$ cat src/design/sparse_poly_add_merge_assert.svh
// assertion macros for the merge unit
`ifndef SPARSE_POLY_ADD_MERGE_ASSERT_SVH
`define SPARSE_POLY_ADD_MERGE_ASSERT_SVH

// same-cycle implication, checked out of reset
`define SPA_ASSERT_NOW(label, ante, cons, msg) \
  label: assert property (@(posedge clk) disable iff (rst) (ante) |-> (cons)) \
    else $error(msg);

// next-cycle implication, checked out of reset
`define SPA_ASSERT_NEXT(label, ante, cons, msg) \
  label: assert property (@(posedge clk) disable iff (rst) (ante) |=> (cons)) \
    else $error(msg);

`endif

$ cat src/design/spa_pkg.sv
package spa_pkg;

  localparam int COEFF_W = 32;
  localparam int EXPO_W  = 16;
  localparam int SUM_W   = 33;
  localparam int TERM_W  = COEFF_W + EXPO_W;
  localparam int FUNC_W  = 2;
  localparam int IN_DATA_W  = 48;
  localparam int OUT_DATA_W = 56;
  localparam int OUT_PAD_W  = OUT_DATA_W - SUM_W - EXPO_W;

  localparam logic [FUNC_W-1:0] FUNC_LOAD_A = 2'd0;
  localparam logic [FUNC_W-1:0] FUNC_LOAD_B = 2'd1;
  localparam logic [FUNC_W-1:0] FUNC_ADD    = 2'd2;

  typedef enum logic [1:0] {
    ST_IDLE,
    ST_READ,
    ST_CMP,
    ST_FINISH
  } merge_state_t;

  typedef struct packed {
    logic busy;
    logic done;
  } merge_status_t;

endpackage

$ cat src/design/spa_term_ram.sv
module spa_term_ram #(
  parameter int DEPTH = 32,
  parameter int AW    = 5,
  parameter int W     = 48
) (
  input  logic          clk,
  input  logic          we,
  input  logic [AW-1:0] waddr,
  input  logic [W-1:0]  wdata,
  input  logic [AW-1:0] raddr,
  output logic [W-1:0]  rdata
);

  logic [W-1:0] mem [DEPTH];

  always_ff @(posedge clk) begin
    if (we) begin
      mem[waddr] <= wdata;
    end
  end

  always_ff @(posedge clk) begin
    rdata <= mem[raddr];
  end

endmodule

$ cat src/design/spa_merge.sv
module spa_merge #(
  parameter int CW = 6,
  parameter int IW = 5
) (
  input  logic                          clk,
  input  logic                          rst,
  input  logic                          start,
  input  logic [CW-1:0]                 a_cnt,
  input  logic [CW-1:0]                 b_cnt,
  output logic [IW-1:0]                 a_addr,
  output logic [IW-1:0]                 b_addr,
  input  logic [spa_pkg::TERM_W-1:0]    a_rdata,
  input  logic [spa_pkg::TERM_W-1:0]    b_rdata,
  output spa_pkg::merge_status_t        status,
  output logic                          out_valid,
  input  logic                          out_ready,
  output logic [spa_pkg::SUM_W-1:0]     out_coeff,
  output logic [spa_pkg::EXPO_W-1:0]    out_expo,
  output logic                          out_empty,
  output logic                          out_last
);

  spa_pkg::merge_state_t state, state_next;

  logic [CW-1:0] i, j;
  logic          advance, adv_a, adv_b;

  // term held back until it is known whether another follows
  logic                        held_v;
  logic [spa_pkg::SUM_W-1:0]   held_coeff;
  logic [spa_pkg::EXPO_W-1:0]  held_expo;

  logic                        new_v;
  logic [spa_pkg::SUM_W-1:0]   new_coeff;
  logic [spa_pkg::EXPO_W-1:0]  new_expo;

  logic                        push, push_last, push_empty, can_push, hold_load;

  logic [spa_pkg::COEFF_W-1:0] a_c, b_c;
  logic [spa_pkg::EXPO_W-1:0]  a_e, b_e;
  logic                        a_has, b_has;
  logic [spa_pkg::SUM_W-1:0]   sum;

  assign a_c = a_rdata[spa_pkg::COEFF_W-1:0];
  assign a_e = a_rdata[spa_pkg::TERM_W-1:spa_pkg::COEFF_W];
  assign b_c = b_rdata[spa_pkg::COEFF_W-1:0];
  assign b_e = b_rdata[spa_pkg::TERM_W-1:spa_pkg::COEFF_W];
  assign a_has = (i < a_cnt);
  assign b_has = (j < b_cnt);
  assign sum = {a_c[spa_pkg::COEFF_W-1], a_c} + {b_c[spa_pkg::COEFF_W-1], b_c};
  assign a_addr = i[IW-1:0];
  assign b_addr = j[IW-1:0];
  assign can_push = !out_valid || out_ready;

  always_comb begin
    state_next = state;
    advance    = 1'b0;
    adv_a      = 1'b0;
    adv_b      = 1'b0;
    new_v      = 1'b0;
    new_coeff  = '0;
    new_expo   = '0;
    push       = 1'b0;
    push_last  = 1'b0;
    push_empty = 1'b0;
    hold_load  = 1'b0;
    status.done = 1'b0;
    status.busy = (state != spa_pkg::ST_IDLE);
    unique case (state)
      spa_pkg::ST_IDLE: begin
        if (start) begin
          state_next = spa_pkg::ST_READ;
        end
      end
      spa_pkg::ST_READ: begin
        if (!a_has && !b_has) begin
          state_next = spa_pkg::ST_FINISH;
        end else begin
          state_next = spa_pkg::ST_CMP;
        end
      end
      spa_pkg::ST_CMP: begin
        if (!b_has || (a_has && a_e > b_e)) begin
          new_v     = 1'b1;
          new_coeff = {a_c[spa_pkg::COEFF_W-1], a_c};
          new_expo  = a_e;
          adv_a     = 1'b1;
        end else if (!a_has || b_e > a_e) begin
          new_v     = 1'b1;
          new_coeff = {b_c[spa_pkg::COEFF_W-1], b_c};
          new_expo  = b_e;
          adv_b     = 1'b1;
        end else begin
          new_v     = (sum != '0);
          new_coeff = sum;
          new_expo  = a_e;
          adv_a     = 1'b1;
          adv_b     = 1'b1;
        end
        // a new term displaces the held one into the output register
        if (!(new_v && held_v && !can_push)) begin
          advance    = 1'b1;
          hold_load  = new_v;
          push       = new_v && held_v;
          state_next = spa_pkg::ST_READ;
        end
      end
      spa_pkg::ST_FINISH: begin
        if (can_push) begin
          push        = 1'b1;
          push_last   = 1'b1;
          push_empty  = !held_v;
          status.done = 1'b1;
          state_next  = spa_pkg::ST_IDLE;
        end
      end
      default: begin
        state_next = spa_pkg::ST_IDLE;
      end
    endcase
  end

  always_ff @(posedge clk) begin
    if (rst) begin
      state <= spa_pkg::ST_IDLE;
    end else begin
      state <= state_next;
    end
  end

  always_ff @(posedge clk) begin
    if (rst) begin
      i      <= '0;
      j      <= '0;
      held_v <= 1'b0;
    end else if (start && state == spa_pkg::ST_IDLE) begin
      i      <= '0;
      j      <= '0;
      held_v <= 1'b0;
    end else begin
      if (advance && adv_a) begin
        i <= i + 1'b1;
      end
      if (advance && adv_b) begin
        j <= j + 1'b1;
      end
      if (hold_load) begin
        held_v <= 1'b1;
      end else if (status.done) begin
        held_v <= 1'b0;
      end
    end
  end

  always_ff @(posedge clk) begin
    if (hold_load) begin
      held_coeff <= new_coeff;
      held_expo  <= new_expo;
    end
  end

  always_ff @(posedge clk) begin
    if (rst) begin
      out_valid <= 1'b0;
    end else if (push) begin
      out_valid <= 1'b1;
    end else if (out_ready) begin
      out_valid <= 1'b0;
    end
  end

  always_ff @(posedge clk) begin
    if (push) begin
      out_coeff <= push_empty ? '0 : held_coeff;
      out_expo  <= push_empty ? '0 : held_expo;
      out_empty <= push_empty;
      out_last  <= push_last;
    end
  end

`include "sparse_poly_add_merge_assert.svh"

  `SPA_ASSERT_NOW(a_idx_bound, state != spa_pkg::ST_IDLE, i <= a_cnt, "a index past count")
  `SPA_ASSERT_NOW(b_idx_bound, state != spa_pkg::ST_IDLE, j <= b_cnt, "b index past count")
  `SPA_ASSERT_NOW(push_room, push, can_push, "output register overwritten")
  `SPA_ASSERT_NEXT(finish_beat, status.done, out_valid && out_last, "finish gave no last beat")
  `SPA_ASSERT_NOW(empty_zero, out_valid && out_empty,
    out_coeff == '0 && out_expo == '0 && out_last, "empty beat carries a term")

endmodule

$ cat src/design/sparse_poly_add_merge.sv
// channel | beat fields (tdata low bit up)            | side fields
// s_*     | coeff[31:0], expo[47:32]                  | tuser: func
// m_*     | sum_coeff[32:0], sum_expo[48:33], zeros   | tuser: empty_res, tlast: last
//
// a load beat writes its term straight into its store; s_tready stays high between adds
// an add walks both term stores, each merge step a store read and then a compare,
// plus a last read and a finish state that closes the add
// the merge step rate is set by the registered read of the two term stores
// reset clears both term counts and the merge control; the stores keep their contents
// m_tready low stalls the merge only when a finished term has nowhere to go
module sparse_poly_add_merge #(
  parameter int MAX_TERMS = 32
) (
  input  logic                              clk,
  input  logic                              rst,
  input  logic                              s_tvalid,
  output logic                              s_tready,
  input  logic [spa_pkg::IN_DATA_W-1:0]     s_tdata,   // coeff, expo
  input  logic [spa_pkg::FUNC_W-1:0]        s_tuser,   // func
  output logic                              m_tvalid,
  input  logic                              m_tready,
  output logic [spa_pkg::OUT_DATA_W-1:0]    m_tdata,   // sum_coeff, sum_expo, padding
  output logic [0:0]                        m_tuser,   // empty_res
  output logic                              m_tlast
);

  localparam int CW = $clog2(MAX_TERMS + 1);
  localparam int IW = (MAX_TERMS > 1) ? $clog2(MAX_TERMS) : 1;

  logic [CW-1:0] a_cnt, b_cnt;
  logic          accept, start, a_we, b_we;
  logic [IW-1:0] a_addr, b_addr;
  logic [spa_pkg::TERM_W-1:0] a_rdata, b_rdata, wterm;
  spa_pkg::merge_status_t status;

  logic [spa_pkg::SUM_W-1:0]  out_coeff;
  logic [spa_pkg::EXPO_W-1:0] out_expo;
  logic                       out_empty;

  // no beat is taken while a merge runs
  assign s_tready = !status.busy;
  assign accept   = s_tvalid && s_tready;
  assign wterm    = s_tdata[spa_pkg::TERM_W-1:0];

  always_comb begin
    start = 1'b0;
    a_we  = 1'b0;
    b_we  = 1'b0;
    unique case (s_tuser)
      spa_pkg::FUNC_LOAD_A: a_we  = accept && (a_cnt < CW'(MAX_TERMS));
      spa_pkg::FUNC_LOAD_B: b_we  = accept && (b_cnt < CW'(MAX_TERMS));
      spa_pkg::FUNC_ADD:    start = accept;
      default: begin
        // unused selector, beat is dropped
      end
    endcase
  end

  // term counts; a full store ignores further loads, the add clears both
  always_ff @(posedge clk) begin
    if (rst || status.done) begin
      a_cnt <= '0;
      b_cnt <= '0;
    end else begin
      if (a_we) begin
        a_cnt <= a_cnt + 1'b1;
      end
      if (b_we) begin
        b_cnt <= b_cnt + 1'b1;
      end
    end
  end

  spa_term_ram #(
    .DEPTH(MAX_TERMS), .AW(IW), .W(spa_pkg::TERM_W)
  ) u_a_store (
    .clk(clk), .we(a_we), .waddr(a_cnt[IW-1:0]), .wdata(wterm),
    .raddr(a_addr), .rdata(a_rdata)
  );

  spa_term_ram #(
    .DEPTH(MAX_TERMS), .AW(IW), .W(spa_pkg::TERM_W)
  ) u_b_store (
    .clk(clk), .we(b_we), .waddr(b_cnt[IW-1:0]), .wdata(wterm),
    .raddr(b_addr), .rdata(b_rdata)
  );

  spa_merge #(
    .CW(CW), .IW(IW)
  ) u_merge (
    .clk(clk), .rst(rst), .start(start),
    .a_cnt(a_cnt), .b_cnt(b_cnt),
    .a_addr(a_addr), .b_addr(b_addr),
    .a_rdata(a_rdata), .b_rdata(b_rdata),
    .status(status),
    .out_valid(m_tvalid), .out_ready(m_tready),
    .out_coeff(out_coeff), .out_expo(out_expo),
    .out_empty(out_empty), .out_last(m_tlast)
  );

  // result beat packing, coefficient in the low bits
  assign m_tdata = {{spa_pkg::OUT_PAD_W{1'b0}}, out_expo, out_coeff};
  assign m_tuser = out_empty;

endmodule
$ cat config.mk
export PLATFORM = sky130hd
export DESIGN_NAME = sparse_poly_add_merge
export DESIGN_NICKNAME = d
export VERILOG_FILES = /design/src/design/spa_pkg.sv /design/src/design/spa_term_ram.sv /design/src/design/spa_merge.sv /design/src/design/sparse_poly_add_merge.sv
export VERILOG_INCLUDE_DIRS = /design/src /design/src/design
export SDC_FILE = /design/constraint.sdc
export NUM_CORES = 2
export LEC_CHECK = 0
export ABC_CLOCK_PERIOD_IN_PS = 9260
export BUFFER_PORTS_ARGS = -buffer_cell sky130_fd_sc_hd__buf_2
export CAP_MARGIN = 20
export CORE_ASPECT_RATIO = 0.6
export CORE_MARGIN = 5
export CORE_UTILIZATION = 30
export CTS_BUF_LIST = sky130_fd_sc_hd__clkbuf_4
export DETAILED_ROUTE_END_ITERATION = 12
export PLACE_DENSITY_LB_ADDON = 0.15
export SETUP_SLACK_MARGIN = 0.15
export SLEW_MARGIN = 15
export SYNTH_ARGS = -nofsm -noshare
export SYNTH_HDL_FRONTEND = slang
export SYNTH_HIERARCHICAL = 1
export SYNTH_SLANG_ARGS = --single-unit
$ cat constraint.sdc
create_clock -name clk -period 9.26 [get_ports clk]
set_input_delay 0.926 -clock clk [delete_from_list [all_inputs] [get_ports clk]]
set_output_delay 0.926 -clock clk [all_outputs]
set_load 0.02 [all_outputs]
======== Yosys cells after proc, flatten, opt, wreduce, memory -nomap -nowiden ========
Memories as Yosys holds them, arrays and structs flattened. A register that Yosys moved wholly into a read port is not among the register bits.
Index checks and enable logic that the tools add are counted.
storage, ports and cells
  flip-flop bits (word level) ............. 128
  bits in writable memories ............... 3,072
  bits of input ports ..................... 54
  memories kept ........................... 2
memory list
  name           words  width  read ports  clocked after Yosys merged registers in  write ports  line                text
  u_a_store.mem  32     48     1           1                                        1            spa_term_ram.sv:14  logic [W-1:0] mem [DEPTH];
  u_b_store.mem  32     48     1           1                                        1            spa_term_ram.sv:14
cells by class
  add/sub/neg operators ................... 5
  magnitude comparators ................... 6
  equality and inequality tests ........... 8
  mux-type cells .......................... 38
  reduce and logical (&&, ||, !) cells .... 28
operators with widths
  cell                                            number
  2-to-1 mux 33 bit                               2
  adder 32 x 32 -> 33 bit                         1
  nonzero test 33 bit                             1
  > comparator 16 bit                             2
  2-to-1 mux 16 bit                               2
  2-to-1 mux 1 bit                                29
  adder 6 x 1 -> 6 bit (second input constant)    4
  < comparator 6 bit                              2
  < comparator 6 bit (second input constant)      2
  logical AND 1 bit                               10
  case mux 2 bit (4 select lines)                 1
  == test 2 bit (second input constant)           3
  logical NOT 1 bit                               6
  2-to-1 mux 2 bit                                3
  nonzero test 2 bit                              3
  == test 2 x 1 -> 1 bit (second input constant)  2
  logical NOT 2 bit                               2
  logical OR 1 bit                                4
  != test 2 x 1 -> 1 bit (second input constant)  2
  AND reduction 3 bit                             1
  != test 2 bit (second input constant)           1
  case mux 1 bit (2 select lines)                 1
  OR reduction 2 bit                              1

======== Longest topological paths before layout ========
  depth in word-level cells ............... 11
  mapped depth ............................ 14
  gate-level depth less buffers ........... 12

======== By module ========
Netlist, hierarchy kept.
modules (own cells, without submodules)
  module                    instances  cells an instance  area an instance (um^2)
  spa_term_ram (u_a_store)  1          3,364              60,735.8
  spa_term_ram (u_b_store)  1          3,364              60,724.5
  spa_merge                 1          876                8,121.5
  sparse_poly_add_merge     1          79                 676.9

======== Least setup slack after synthesis ========
No wires, ideal clock.
  path type ............................... register -> register
  start point ............................. reg u_a_store.rdata[0] (read register of u_a_store.mem)
  end point ............................... reg u_merge/out_coeff[0] in the netlist's numbering (enable)
  setup time .............................. 538 ps
  arrival ................................. 6,376 ps
  data required time ...................... 8,722 ps
  setup slack ............................. 2,346 ps
  stages on the path, launching flop included .. 12
  period minus slack after synthesis ...... 6,914 ps
  path through ............................ dfxtp_1 ha_1 fa_1 a21o_1 a221o_2 and4_1 o21a_1 a211oi_1 nor4_4 nand4_4 nand2_1 a21boi_0
on the way
  word-level cells in the longest chain between the ends .. 9
RTL lines
  what                                 line                                text
  start, declared                      spa_term_ram.sv:11                  output logic [W-1:0] rdata
  adder 32 x 32 -> 33 bit (*)          spa_merge.sv:50                     assign sum = {a_c[spa_pkg::COEFF_W-1], a_c} + {b_c[spa_pkg::COEFF_W-1], b_c};
  nonzero test 33 bit (*)              spa_merge.sv:94                     new_v = (sum != '0);
  2-to-1 mux 1 bit (*)                 spa_merge.sv:88                     end else if (!a_has || b_e > a_e) begin
  2-to-1 mux 1 bit (*)                 spa_merge.sv:83                     if (!b_has || (a_has && a_e > b_e)) begin
  2-to-1 mux 1 bit (*)                 spa_merge.sv:69                     unique case (state)
  logical AND 1 bit (*)                spa_merge.sv:101, spa_merge.sv:104
  logical AND 1 bit                    spa_merge.sv:101                    if (!(new_v && held_v && !can_push)) begin
  2-to-1 mux 1 bit (*)                 spa_merge.sv:101
  case mux 1 bit (2 select lines) (*)  spa_merge.sv:69
  net u_merge.push                     spa_merge.sv:37                     logic push, push_last, push_empty, can_push, hold_load;
  end signal, assigned                 spa_merge.sv:174                    out_coeff <= push_empty ? '0 : held_coeff;
  end, declared                        spa_merge.sv:17                     output logic [spa_pkg::SUM_W-1:0] out_coeff,
Mark *: on every way through the listed nets, which the timed path passes. The rest lies on a longest branch. The select of a mux whose other input is x is not followed.
A chain may end at the register's enable or synchronous reset.

======== Final worst setup path ========
  start point ............................. reg u_a_store.rdata[4] (read register of u_a_store.mem)
  end point ............................... reg u_merge/out_expo[8] in the netlist's numbering (enable)
on the way
  word-level cells in the longest chain between the ends .. 9
RTL lines
  what                                 line                                text
  adder 32 x 32 -> 33 bit (*)          spa_merge.sv:50
  nonzero test 33 bit (*)              spa_merge.sv:94
  2-to-1 mux 1 bit (*)                 spa_merge.sv:88
  2-to-1 mux 1 bit (*)                 spa_merge.sv:83
  2-to-1 mux 1 bit (*)                 spa_merge.sv:69
  logical AND 1 bit (*)                spa_merge.sv:101, spa_merge.sv:104
  logical AND 1 bit                    spa_merge.sv:101
  2-to-1 mux 1 bit (*)                 spa_merge.sv:101
  case mux 1 bit (2 select lines) (*)  spa_merge.sv:69
  net u_merge.push                     spa_merge.sv:37
  end signal, assigned                 spa_merge.sv:175                    out_expo <= push_empty ? '0 : held_expo;
  end, declared                        spa_merge.sv:18                     output logic [spa_pkg::EXPO_W-1:0] out_expo,
Marks and branches as above.

==> summary.md <==
| Metric | Value |
|---|---|
| Run status | complete, no violations |
| Max incr delay on CP | roughly 0.86 ns |
| CTS Hold Bufs | 38 |
| Synth Area per Inst | between 15 and 20 um2 |
| Root Buffer Master | clkbuf_4 |
| Die W | approximately 860 um |
| Worst Tran Pin Value | 1.194 ns |
| Critical path's slowest cell | a2111oi_0 |
| Fin. Hold Viols | 0 |
| Max-slew violations | 0 |
| 1st-iter DRT viols | around 6,500 |
| Final WL | approximately 420,000 um |
| Leakage power | approximately 45 nW |
| Synth unique cells | 83 |
| Htree depth | 6 |
| RSZ-0062 raised after global routing | no |
| Area Growth Syn to Fin | 13.45% |
| Routability Congestion | approximately 0.85 |
| WL/cell | approximately 28 um |
| Initial antenna violation count | 48 |
| Worst-case vdd ir drop | a little under 0.1 mV |
| Reg2reg path depth | 12 |
| Worst Path Max Fanout | 51 |
| Arrival @ worst endpoint | 6.41 ns |
| Port-buffer cells | roughly 110 |
| Largest net degree at the start of global routing | 125 |
| Post-DRT Antenna Nets | 0 |
| Rows | around 190 |
| Final core occ | between 30% and 40% |
| Most frequent cells in the layout | edfxtp_1 (3,172), mux2i_1 (1,558), clkbuf_4 (1,136) |
| GRT Total Usage | between 10% and 20% |
| Setup Crit Path Kind | reg -> reg |
| Mapped Cells | 7,683 |
| Critical Path, Cell by Cell | ha_1 > a21o_1 > a31oi_1 > a21oi_1 > or3_1 > a2111oi_0 > o2111ai_1 > nor4_4 > nand4_4 > nand2_1 > a21boi_4 > buf_4 |
| Core Area | about 430,000 um2 |
| Period utilisation layout | approximately three fifths |
| Via density | 5.018 |
| Async SR Flop Fraction | 0% |
| I/O Pins | around 110 |
| Yosys warns | 6 |
| Post-Layout Cell Count | 14,720 |
| Total CTS buffers | 780 |
| Clock skew | between 0.09 and 0.1 ns |
| Fmax | 185.1 MHz |
| Hold Crit Start | s_tdata[7] |
| Main area contributors after synthesis | edfxtp_1 (73%), mux2i_1 (12%), dfxtp_1 (1.9%) |
| First-pass GRT wire length | approximately 570,000 um |
| CTS tree | built |
| Req. time, crit path | approximately 10 ns |
| Sequential area share after synthesis | about three quarters |
| Post-layout min period | roughly 5.4 ns |
| Synth Register Bits | 3,296 |
| Total number of vias | ~74,000 |
| Critical R2R Launch | u_a_store/rdata[4] |
| Worst Hold Class | in -> reg |
| Clock Path Buffers | 4 |
| Hold Crit Endpoint | u_a_store/mem[11][7] |
| Post-synth top area share | 73.12% |
| Number of global-route vias before repair | between 70,000 and 80,000 |
| NumNets Final | about 8,500 |
| Layout cells sized above 1 | a little under a fifth |
| CTS Sinks | 3,296 |
| Kind of start point of the critical path | register |
| Die height | around 520 um |
| Post_cts resized | 0 |
| Clock Latency Late Sink | 1.48 ns |
| Gr ovfl total | 0 |
| DRT Pass-1 Iters | 6 |
| Syn Std Cell Area | 130,300 um2 |
| EDFF count, synth | roughly 3,200 |
| Commonest non-fill, non-tap cell in the layout | edfxtp_1 |
| Max cap viols | 0 |
| Hold depth | 2 |
| Setup TNS | 0 ns |
| DIE AREA | roughly 450,000 um2 |
| Final setup violation count | 0 |
| P per Cell Area | 197.4 nW/um2 |
| Initial core utilization | a little under a third |
| Clk slew on worst S/H paths | around 0.070 ns |
| Rel. slew slack | around a fifth |
| R2r setup slk | ~3.9 ns |
| Top FF cell, synth | edfxtp_1 |
| DP Wirelength | 229,900 um |
| Post-CTS Setup Inserts | 0 |
| DRC viols | 0 |
| Setup crit end kind | register |
| Top cell type by total area after synthesis | edfxtp_1 |
| Placed cell count | ~13,000 |
| R2r endpoint | u_merge/out_expo[8] |
## worst max path at each step
stage               slack, ns                    end               start
finish                   3.86    u_merge/out_expo[8]  u_a_store/rdata[4]
global route             3.75   u_merge/held_expo[4]  u_a_store/rdata[0]
CTS                      4.10  u_merge/held_expo[15]  u_a_store/rdata[0]
detailed placement       4.13  u_merge/held_expo[13]  u_a_store/rdata[0]
global placement         4.10    u_merge/out_expo[2]  u_a_store/rdata[4]
floorplan                2.35   u_merge/out_coeff[0]  u_a_store/rdata[0]
## area by class of cell
type	instances	area [um2]
Inverter	42	157.7
Sequential cell	3296	97740
Multi-Input combinational cell	3908	30190
Antenna cell	31	77.57
Clock buffer	1136	8528
Fill cell	41590	284800
Tap cell	5764	7212
Timing Repair Buffer	371	2903
Clock inverter	176	974.7
## synthesized netlist by cell type (4+ instances only)
| library cell | n |
|---|---|
| o31ai_1 | 4 |
| nand3_1 | 311 |
| inv_1 | 42 |
| a311oi_1 | 14 |
| a31oi_1 | 105 |
| nor2b_1 | 11 |
| buf_6 | 71 |
| a211oi_1 | 17 |
| or3b_2 | 7 |
| nand2b_1 | 18 |
| a21oi_1 | 364 |
| mux2i_1 | 1558 |
| buf_8 | 12 |
| a21o_1 | 19 |
| edfxtp_1 | 3172 |
| nor3_1 | 110 |
| nand3b_1 | 10 |
| o211ai_1 | 14 |
| o21a_1 | 10 |
| or3_1 | 17 |
| and3_1 | 9 |
| or2_2 | 7 |
| xnor2_1 | 14 |
| and2_1 | 62 |
| buf_4 | 97 |
| dfxtp_1 | 124 |
| a22o_1 | 193 |
| ha_1 | 62 |
| buf_2 | 97 |
| nand2_1 | 423 |
| xor2_1 | 8 |
| and4_1 | 6 |
| o21ai_0 | 35 |
| clkbuf_1 | 148 |
| buf_1 | 17 |
| nand4_1 | 12 |
| a22oi_1 | 288 |
| nor2_1 | 124 |
## report_power, final
group	total [mW]	switching [mW]	leakage, nW	internal (mW)
Sequential	16.4	0.0313	29.6	16.4
Clock	11.7	5.86	5.70	5.85
Combinational	1.07	0.754	9.87	0.318
Total	29.2	6.64	45.2	22.5
## routing by layer
| metal | share of wire, % | wire length (um) | track usage [%] |
|---|---|---|---|
| met5 | 0.018 | 76 | 0 |
| met3 | 6.3 | 26220 | 3.521 |
| met2 | 40 | 168500 | 24.72 |
| met1 | 51 | 214100 | 28.84 |
| met4 | 1.8 | 7290 | 3.866 |
## state kept, by name, indices dropped and copies added, names as in the netlist, 2 cells and up
| register | cells |
|---|---|
| u_merge/held_coeff | 33 |
| u_merge/out_coeff | 33 |
| u_merge/held_expo | 16 |
| b_cnt | 6 |
| u_merge/state | 2 |
| u_a_store/rdata | 48 |
| u_b_store/rdata | 48 |
| u_merge/i | 6 |
| u_a_store/mem | 1536 |
| u_merge/out_expo | 16 |
| a_cnt | 6 |
| u_merge/j | 6 |
| u_b_store/mem | 1536 |
## per-stage QoR
| stage | hold WS [ns] | power (mW) | setup slack, ns | instance area [um2] |
|---|---|---|---|---|
| global placement | 0.4731 | 17.78 | 4.099 | 137600 |
| CTS | 0.004695 | 29.65 | 4.098 | 147600 |
| detailed placement | 0.4828 | 17.79 | 4.134 | 137700 |
| finish | 0.2111 | 29.18 | 3.856 | 147800 |
| global route | 0.08295 | 30.50 | 3.751 | 147700 |
| floorplan | 0.4464 | 17.28 | 2.346 | 130300 |
## logic make-up (layout without fill, tap and decap cells)
logic type,count (synthesis),count (layout),synth area share [%]
xor gates and xnor gates,22,22,0.1479
DFF,3296,3296,75.03
muxes,1558,1558,11.97
buffers and inverters,485,1725,2.286
adders and majority gates,63,63,0.6109
AOI/OAI and AO/OA,1103,1103,5.742
and+or+nand+nor,1155,1155,4.207
other,1,38,0.002879
## critical path, delay by kind of cell, from the launching register on
kind,cells,cell delay [ns]
buf+inv,1,0.33
simple gates,4,1.45
flops,1,0.32
compound gates,6,2.38
fa+ha+maj,1,0.37
(Power assumes the default switching activity.)
